[src/rtl/efd_pkg.sv]
// Shared constants and types for the escaped frame deframer.
`default_nettype none

package efd_pkg;

  // Largest payload a frame may carry before it is dropped.
  localparam int unsigned MAX_PAYLOAD = 1024;

  // The frame length counter must be able to hold MAX_PAYLOAD itself.
  localparam int unsigned LEN_W = $clog2(MAX_PAYLOAD + 1);

  // Fixed widths of the word fields.
  localparam int unsigned BYTE_W  = 8;
  localparam int unsigned TYPE_W  = 7;
  localparam int unsigned COUNT_W = 11;
  localparam int unsigned EVENT_W = 2;

  // Stream codes.
  localparam logic [BYTE_W-1:0] ESC_BYTE   = 8'hF0;
  localparam logic [BYTE_W-1:0] STUFF_BYTE = 8'h00;
  localparam logic [BYTE_W-1:0] END_BYTE   = 8'h7F;
  localparam logic [BYTE_W-1:0] TYPE_LOW   = 8'h01;
  localparam logic [BYTE_W-1:0] TYPE_HIGH  = 8'h7E;

  // A completed frame with fewer payload bytes than this is flagged short.
  localparam int unsigned SHORT_LIMIT = 4 + 1;

  // Result event codes.
  typedef enum logic [EVENT_W-1:0] {
    EV_BYTE     = 2'd0,
    EV_DONE     = 2'd1,
    EV_OVERSIZE = 2'd2,
    EV_ABORT    = 2'd3
  } efd_event_t;

  // One result word, with its valid flag, as handed from parser to output stage.
  typedef struct packed {
    logic               valid;
    efd_event_t         event_res;
    logic [BYTE_W-1:0]  byte_value;
    logic [TYPE_W-1:0]  packet_type;
    logic [COUNT_W-1:0] payload_count;
    logic               reconnected;
    logic               too_short;
  } efd_result_t;

endpackage

`default_nettype wire

[src/rtl/efd_if.sv]
// Handshake interfaces for the stream input and the result output.
`default_nettype none

interface efd_in_if;
  logic                     valid;
  logic                     ready;
  logic [efd_pkg::BYTE_W-1:0] data_byte;
  logic                     reconnect;

  modport source (output valid, output data_byte, output reconnect, input ready);
  modport sink   (input valid, input data_byte, input reconnect, output ready);
endinterface

interface efd_out_if;
  logic                        valid;
  logic                        ready;
  logic [efd_pkg::EVENT_W-1:0] event_res;
  logic [efd_pkg::BYTE_W-1:0]  byte_value;
  logic [efd_pkg::TYPE_W-1:0]  packet_type;
  logic [efd_pkg::COUNT_W-1:0] payload_count;
  logic                        reconnected;
  logic                        too_short;

  modport source (output valid, output event_res, output byte_value, output packet_type,
                  output payload_count, output reconnected, output too_short,
                  input ready);
  modport sink   (input valid, input event_res, input byte_value, input packet_type,
                  input payload_count, input reconnected, input too_short,
                  output ready);
endinterface

`default_nettype wire

[src/rtl/efd_parser.sv]
// Input register, frame parse state and the per-byte decode logic.
`default_nettype none

module efd_parser (
  input  wire logic          clk,
  input  wire logic          rst_n,
  efd_in_if.sink             in_chan,
  input  wire logic          out_free,
  output efd_pkg::efd_result_t res
);

  typedef enum logic [1:0] {
    ST_IDLE,
    ST_IDLE_ESC,
    ST_FRAME,
    ST_FRAME_ESC
  } parse_state_t;

  parse_state_t                  state_r, state_nxt, st_cur;
  logic                          pending_r, pending_nxt, pend_cur;
  logic [efd_pkg::TYPE_W-1:0]    type_r, type_nxt;
  logic [efd_pkg::LEN_W-1:0]     len_r, len_nxt;
  logic                          in_valid_r;
  logic [efd_pkg::BYTE_W-1:0]    in_byte_r;
  logic                          in_rc_r;
  logic                          advance, in_ready;
  logic                          take;
  logic [efd_pkg::BYTE_W-1:0]    take_val;

  // The held word moves on whenever the output stage can take its result.
  assign advance       = in_valid_r & out_free;
  assign in_ready      = ~in_valid_r | out_free;
  assign in_chan.ready = in_ready;

  // Decode one byte against the current parse state.
  always_comb begin
    // A reconnect is applied before the byte is parsed.
    st_cur   = in_rc_r ? ST_IDLE : state_r;
    pend_cur = in_rc_r | pending_r;

    state_nxt   = st_cur;
    pending_nxt = pend_cur;
    type_nxt    = type_r;
    len_nxt     = len_r;
    take        = 1'b0;
    take_val    = in_byte_r;

    res.valid       = 1'b0;
    res.event_res   = efd_pkg::EV_BYTE;
    res.byte_value  = '0;
    res.reconnected = 1'b0;
    res.too_short   = 1'b0;

    case (st_cur)
      ST_IDLE: begin
        if (in_byte_r == efd_pkg::ESC_BYTE) begin
          state_nxt = ST_IDLE_ESC;
        end
      end
      ST_IDLE_ESC: begin
        if (in_byte_r >= efd_pkg::TYPE_LOW && in_byte_r <= efd_pkg::TYPE_HIGH) begin
          type_nxt  = in_byte_r[efd_pkg::TYPE_W-1:0];
          len_nxt   = '0;
          state_nxt = ST_FRAME;
        end else begin
          state_nxt = ST_IDLE;
        end
      end
      ST_FRAME: begin
        if (in_byte_r == efd_pkg::ESC_BYTE) begin
          state_nxt = ST_FRAME_ESC;
        end else begin
          take = 1'b1;
        end
      end
      ST_FRAME_ESC: begin
        if (in_byte_r == efd_pkg::END_BYTE) begin
          res.valid       = 1'b1;
          res.event_res   = efd_pkg::EV_DONE;
          res.reconnected = pend_cur;
          res.too_short   = (len_r < efd_pkg::LEN_W'(efd_pkg::SHORT_LIMIT));
          pending_nxt     = 1'b0;
          state_nxt       = ST_IDLE;
        end else if (in_byte_r == efd_pkg::STUFF_BYTE) begin
          state_nxt = ST_FRAME;
          take      = 1'b1;
          take_val  = efd_pkg::ESC_BYTE;
        end else begin
          res.valid     = 1'b1;
          res.event_res = efd_pkg::EV_ABORT;
          state_nxt     = ST_IDLE;
        end
      end
      default: begin
        state_nxt = ST_IDLE;
      end
    endcase

    // A payload byte either grows the frame or drops it when already full.
    if (take) begin
      res.valid = 1'b1;
      if (len_r < efd_pkg::LEN_W'(efd_pkg::MAX_PAYLOAD)) begin
        len_nxt        = len_r + efd_pkg::LEN_W'(1);
        res.byte_value = take_val;
      end else begin
        res.event_res = efd_pkg::EV_OVERSIZE;
        state_nxt     = ST_IDLE;
      end
    end

    res.packet_type   = type_r;
    res.payload_count = efd_pkg::COUNT_W'(32'(len_nxt));
    res.valid         = res.valid & advance;
  end

  // Input register and parse state.
  always_ff @(posedge clk) begin
    if (!rst_n) begin
      in_valid_r <= 1'b0;
      state_r    <= ST_IDLE;
      pending_r  <= 1'b1;
      type_r     <= '0;
      len_r      <= '0;
    end else begin
      if (in_ready) begin
        in_valid_r <= in_chan.valid;
        in_byte_r  <= in_chan.data_byte;
        in_rc_r    <= in_chan.reconnect;
      end
      if (advance) begin
        state_r   <= state_nxt;
        pending_r <= pending_nxt;
        type_r    <= type_nxt;
        len_r     <= len_nxt;
      end
    end
  end

endmodule

`default_nettype wire

[src/rtl/efd_out_stage.sv]
// Result register that drives the output channel.
`default_nettype none

module efd_out_stage (
  input  wire logic                 clk,
  input  wire logic                 rst_n,
  input  efd_pkg::efd_result_t      res,
  output logic                      out_free,
  efd_out_if.source                 out_chan
);

  logic                 out_valid_r;
  efd_pkg::efd_result_t res_r;

  // The register can be loaded when empty or when its word leaves this cycle.
  assign out_free = ~out_valid_r | out_chan.ready;

  always_ff @(posedge clk) begin
    if (!rst_n) begin
      out_valid_r <= 1'b0;
    end else if (out_free) begin
      out_valid_r <= res.valid;
      if (res.valid) begin
        res_r <= res;
      end
    end
  end

  assign out_chan.valid         = out_valid_r;
  assign out_chan.event_res     = res_r.event_res;
  assign out_chan.byte_value    = res_r.byte_value;
  assign out_chan.packet_type   = res_r.packet_type;
  assign out_chan.payload_count = res_r.payload_count;
  assign out_chan.reconnected   = res_r.reconnected;
  assign out_chan.too_short     = res_r.too_short;

endmodule

`default_nettype wire

[src/rtl/escaped_frame_deframer_core.sv]
// Top level of the escaped frame deframer.
`default_nettype none

// Byte-stuffed frame deframer. Each stream word (one byte plus a reconnect
// flag) is taken into an input register, decoded against the frame state in
// one pass and its result, if any, is loaded into the output register. One
// word is accepted every clock cycle unless the input stalls; a result passes
// through the input register and then the output register before it is shown.
// Words that produce no result (escapes, frame headers, idle bytes) leave
// nothing on the output. Back-pressure on the output stalls the input only
// when the output register is full and not being emptied.
// Payload bytes are passed on as they arrive; no frame is buffered.

module escaped_frame_deframer_core (
  input  wire logic clk,
  input  wire logic rst_n,
  efd_in_if.sink    in_chan,
  efd_out_if.source out_chan
);

  efd_pkg::efd_result_t res;
  logic                 out_free;

  efd_parser u_parser (
    .clk      (clk),
    .rst_n    (rst_n),
    .in_chan  (in_chan),
    .out_free (out_free),
    .res      (res)
  );

  efd_out_stage u_out_stage (
    .clk      (clk),
    .rst_n    (rst_n),
    .res      (res),
    .out_free (out_free),
    .out_chan (out_chan)
  );

endmodule

`default_nettype wire

[src/flat_wrapper.sv]
// flat-port wrapper written by rule: the top's interface ports become plain ports
module escaped_frame_deframer_core_flat 
  (clk, rst_n, in_chan_valid, in_chan_data_byte, in_chan_reconnect, in_chan_ready, out_chan_valid, out_chan_event_res, out_chan_byte_value, out_chan_packet_type, out_chan_payload_count, out_chan_reconnected, out_chan_too_short, out_chan_ready);
  efd_in_if in_chan_i ();
  efd_out_if out_chan_i ();
  input  wire logic clk;
  input  wire logic rst_n;
  input wire logic [$bits(in_chan_i.valid)-1:0] in_chan_valid;
  input wire logic [$bits(in_chan_i.data_byte)-1:0] in_chan_data_byte;
  input wire logic [$bits(in_chan_i.reconnect)-1:0] in_chan_reconnect;
  output wire logic [$bits(in_chan_i.ready)-1:0] in_chan_ready;
  output wire logic [$bits(out_chan_i.valid)-1:0] out_chan_valid;
  output wire logic [$bits(out_chan_i.event_res)-1:0] out_chan_event_res;
  output wire logic [$bits(out_chan_i.byte_value)-1:0] out_chan_byte_value;
  output wire logic [$bits(out_chan_i.packet_type)-1:0] out_chan_packet_type;
  output wire logic [$bits(out_chan_i.payload_count)-1:0] out_chan_payload_count;
  output wire logic [$bits(out_chan_i.reconnected)-1:0] out_chan_reconnected;
  output wire logic [$bits(out_chan_i.too_short)-1:0] out_chan_too_short;
  input wire logic [$bits(out_chan_i.ready)-1:0] out_chan_ready;
  assign in_chan_i.valid = in_chan_valid;
  assign in_chan_i.data_byte = in_chan_data_byte;
  assign in_chan_i.reconnect = in_chan_reconnect;
  assign in_chan_ready = in_chan_i.ready;
  assign out_chan_valid = out_chan_i.valid;
  assign out_chan_event_res = out_chan_i.event_res;
  assign out_chan_byte_value = out_chan_i.byte_value;
  assign out_chan_packet_type = out_chan_i.packet_type;
  assign out_chan_payload_count = out_chan_i.payload_count;
  assign out_chan_reconnected = out_chan_i.reconnected;
  assign out_chan_too_short = out_chan_i.too_short;
  assign out_chan_i.ready = out_chan_ready;
  escaped_frame_deframer_core u_core (.clk(clk), .rst_n(rst_n), .in_chan(in_chan_i), .out_chan(out_chan_i));
endmodule
[config.mk]
export PLATFORM = sky130hd
export DESIGN_NAME = escaped_frame_deframer_core_flat
export DESIGN_NICKNAME = d
export VERILOG_FILES = /design/src/rtl/efd_pkg.sv /design/src/rtl/efd_if.sv /design/src/rtl/efd_parser.sv /design/src/rtl/efd_out_stage.sv /design/src/rtl/escaped_frame_deframer_core.sv /design/src/flat_wrapper.sv
export SDC_FILE = /design/constraint.sdc
export NUM_CORES = 1
export LEC_CHECK = 0
export ABC_CLOCK_PERIOD_IN_PS = 2800
export BUFFER_PORTS_ARGS = -buffer_cell sky130_fd_sc_hd__buf_2
export CAP_MARGIN = 5
export CORE_ASPECT_RATIO = 0.5
export CORE_UTILIZATION = 43
export DETAILED_ROUTE_END_ITERATION = 10
export GPL_ROUTABILITY_DRIVEN = 0
export PLACE_DENSITY_LB_ADDON = 0.12
export SYNTH_ARGS = -nofsm -noshare
export SYNTH_HDL_FRONTEND = slang
export SYNTH_SLANG_ARGS = --single-unit
[constraint.sdc]
create_clock -name clk -period 2.8 [get_ports clk]
set_input_delay 0.28 -clock clk [delete_from_list [all_inputs] [get_ports clk]]
set_output_delay 0.28 -clock clk [all_outputs]
set_load 0.05 [all_outputs]
==> metrics.yaml <==
final_layout:
  diodes: 0
  final_net_count: 324
  instances_no_fill: 403
  final_cell_area_sq_um: 3440
  drive_gt1_share_pct: 25.7
  area_delta_synth_final_pct: 23.0
sta:
  worst_slack_ns: 0.257
  fin_crit_sh_pct: 90.8
  fmax_ghz: 0.393
  slew_headroom_pct: 46.1
  slew_violations: 0
  whs_ns: 0.127
  min_period_ns: 2.54
  tightest_slew_ns: 0.808
  tns_ns: 0
  skew_ns: 0.00538
  setup_viol: 0
  finalHoldViolations: 0
  rsz0062_at_grt: "false"
power_and_ir_drop:
  p_leak_uw: 0.00125
  ir_drop_mv: 0.357
  switching_share_pct: 19.9
  p_switching_uw: 441
  combPwrFrac_pct: 1.8
  power_frac_clock_pct: 53.4
  intPower_uw: 1770
  powerDensity_nw_per_um2: 644
  seq_power_share_pct: 44.8
yosys:
  seq_area_frac_synth_pct: 58.4
  ys_ff_latch: 62
  synthArstFlopShare_pct: 0
  synth_common_cells: "edfxtp_1 (39), nand2_1 (26), nand3_1 (24)"
  synth_most_common_cell: "edfxtp_1"
  netlist_area_sq_um: 2790
  syn_inst: 264
  yosysTopAreaCellShare_pct: 41.9
  synth_top_cell_by_area: "edfxtp_1"
  syn-mean-instance-area_sq_um: 10.6
  syn-num-nets: 278
  ys.flop_type: "edfxtp_1"
  synth_area_leaders: "edfxtp_1 (42%), dfxtp_1 (16%), nand3_1 (4.3%), a21oi_1 (4.1%), nand2_1 (3.5%)"
  synth_edf_count: 39
  synth.distinct_cells: 46
  ys.warnings.count: 0
detailed_routing:
  dr_total_vias: 2211
  wl_per_cell_microns: 15.2
  drtAntennaViolNets: 0
  top_layer: "met4"
  wl_met3_microns: 418
  first_iter_violations: 143
  firstDrtPassIters: 4
  wl_met2_microns: 2740
  via_per_inst: 5.49
  post-route-drc-count: 0
  wl_met1_microns: 2890
  wl_microns: 6130
global_routing:
  grt.total_usage_pct: 20.2
  grt-ovfl-total: 0
  grt_max_degree: 22
  grt_pass1_vias: 2023
  antenna_found_initial: 0
  grt_pass1_wl_microns: 10000
clock_tree:
  hold_buffers: 0
  cts_resized: 0
  htreeDepth: 3
  cts_sinks: 62
  worstSkewPairLatency_ns: 0.32
  clk_path_buf_depth: 2
  cts-buffers-inserted: 9
  root_buffer: "clkbuf_16"
  cts_setup_buffers: 0
  clkTransAtPathRegs_ns: 0.05
  cts_tree: "done"
critical_path:
  timing.reg2reg.setup_slack_ns: 0.26
  required_ns: 2.87
  crit_path_max_fanout: 10
  critical_path_arrival_ns: 2.62
  timing.rr.end: "u_core.u_out_stage.out_chan.payload_count[7]$_DFFE_PP_"
  cp-end-kind: "flop"
  ff2ff_path_depth: 6
  worstSetupStartpointType: "flop"
  path_class: "reg -> reg"
  reg2reg_from: "u_core.u_parser.in_byte_r[4]$_DFFE_PP_"
min_path:
  min_path_type: "in -> reg"
  holdPathEnd: "u_core.u_parser.in_byte_r[3]$_DFFE_PP_"
  hp-start: "in_chan_data_byte[3]"
  whs_path_depth: 1
die:
  start_util_pct: 45.4
  ios: 45
  dieArea_sq_um: 6840
  core_area_sq_um: 6160
  rows: 20
  die_w_microns: 116
  die_h_microns: 59
placed_design:
  place_area_sq_um: 3110
  dp_cells: 387
  dpl.hpwl_microns: 4260
  numPortBuffers: 44
  dp_slack_ns: 0.286
outcome:
  status: "completed"
job:
  drv_cap: 0
-- metal layers --
layer  up-vias  global-route usage [%]
met4         0                    9.16
met5         -                       0
li1       1080                       -
met1      1051                    27.9
met3        12                    6.44
met2        68                    29.0
-- registers in the layout, summed over array words and instances (netlist names) --
signal	cells
u_core.u_out_stage.out_chan.payload_count	11
u_core.u_parser.len_r	11
u_core.u_out_stage.out_chan.byte_value	8
u_core.u_parser.in_byte_r	8
u_core.u_out_stage.out_chan.packet_type	7
u_core.u_parser.type_r	7
u_core.u_out_stage.out_chan.event_res	2
u_core.u_parser.state_r	2
u_core.u_out_stage.out_chan.reconnected	1
u_core.u_out_stage.out_chan.too_short	1
u_core.u_out_stage.out_chan.valid	1
u_core.u_parser.in_rc_r	1
u_core.u_parser.in_valid_r	1
u_core.u_parser.pending_r	1
-- layout make-up --
cell class | count | area [sq um]
Clock buffer | 9 | 225
Clock inverter | 7 | 97.6
Fill cell | 548 | 2720
Inverter | 7 | 26.3
Multi-Input combinational cell | 177 | 1060
Sequential cell | 62 | 1630
Tap cell | 88 | 110
Timing Repair Buffer | 53 | 288
-- worst max-delay path, cell delays in order (launching register included) --
cell	delay, ns
edfxtp_1	0.45
or4_1	0.60
nor3_4	0.20
o21ba_1	0.43
buf_4	0.26
mux2i_1	0.09
a22o_1	0.26
-- metrics by stage --
step / total power [uW] / util (%)
6_report: 2210 / 55.8
5_1_grt: 2290 / 55.8
4_1_cts: 2230 / 55.8
3_5_place_dp: 1050 / 50.6
3_3_place_gp: 1050 / 50.6
2_1_floorplan: 1030 / -
-- cell usage in the layout (no fill, tap or decap), types with 4 or more instances in the layout --
cell        n
and2_1      5
mux2i_1     7
nand4_1     5
buf_2      44
edfxtp_1   39
inv_1       7
o32ai_1     4
nand2_1    26
nor3_1      7
a21oi_1    22
dfxtp_1    23
o21ai_0    12
nand3_1    24
a22o_1      4
clkbuf_16   9
nor2_1     16
buf_4       9
and3_1      4
nor4_1      6
-- cell families after synthesis --
kind of cell               synth area share [%]
DFF                                        58.4
AOI/OAI and AO/OA                          13.4
muxes                                      3.85
buffers and inverters                      3.90
adders and majority gates                 0.448
and+or+nand+nor                            20.0
-- power by group through the flow --
stage | clock network (uW) | logic [uW] | registers, uW
global route | 1250 | 44.0 | 994
global placement | 0 | 40.0 | 1010
CTS | 1200 | 40.0 | 991
detailed placement | 0 | 39.9 | 1010
finish | 1180 | 40.1 | 991
floorplan | 0 | 25.5 | 1000
-- worst max-delay path by stage --
stage,slack [ns],start,cells after the start,end
2_1_floorplan,0.43,u_core.u_out_stage.out_chan.valid$_SDFFE_PN0P_,5,u_core.u_out_stage.out_chan.byte_value[0]$_SDFFCE_PN0P_
3_3_place_gp,0.34,u_core.u_parser.in_byte_r[4]$_DFFE_PP_,6,u_core.u_out_stage.out_chan.payload_count[4]$_DFFE_PP_
3_5_place_dp,0.29,u_core.u_parser.in_byte_r[4]$_DFFE_PP_,6,u_core.u_out_stage.out_chan.payload_count[7]$_DFFE_PP_
4_1_cts,0.27,u_core.u_parser.in_byte_r[4]$_DFFE_PP_,6,u_core.u_out_stage.out_chan.payload_count[7]$_DFFE_PP_
5_1_grt,0.14,u_core.u_parser.in_byte_r[4]$_DFFE_PP_,6,u_core.u_out_stage.out_chan.payload_count[7]$_DFFE_PP_
6_report,0.26,u_core.u_parser.in_byte_r[4]$_DFFE_PP_,6,u_core.u_out_stage.out_chan.payload_count[7]$_DFFE_PP_
No activity file was read; power rests on OpenSTA's default activity.
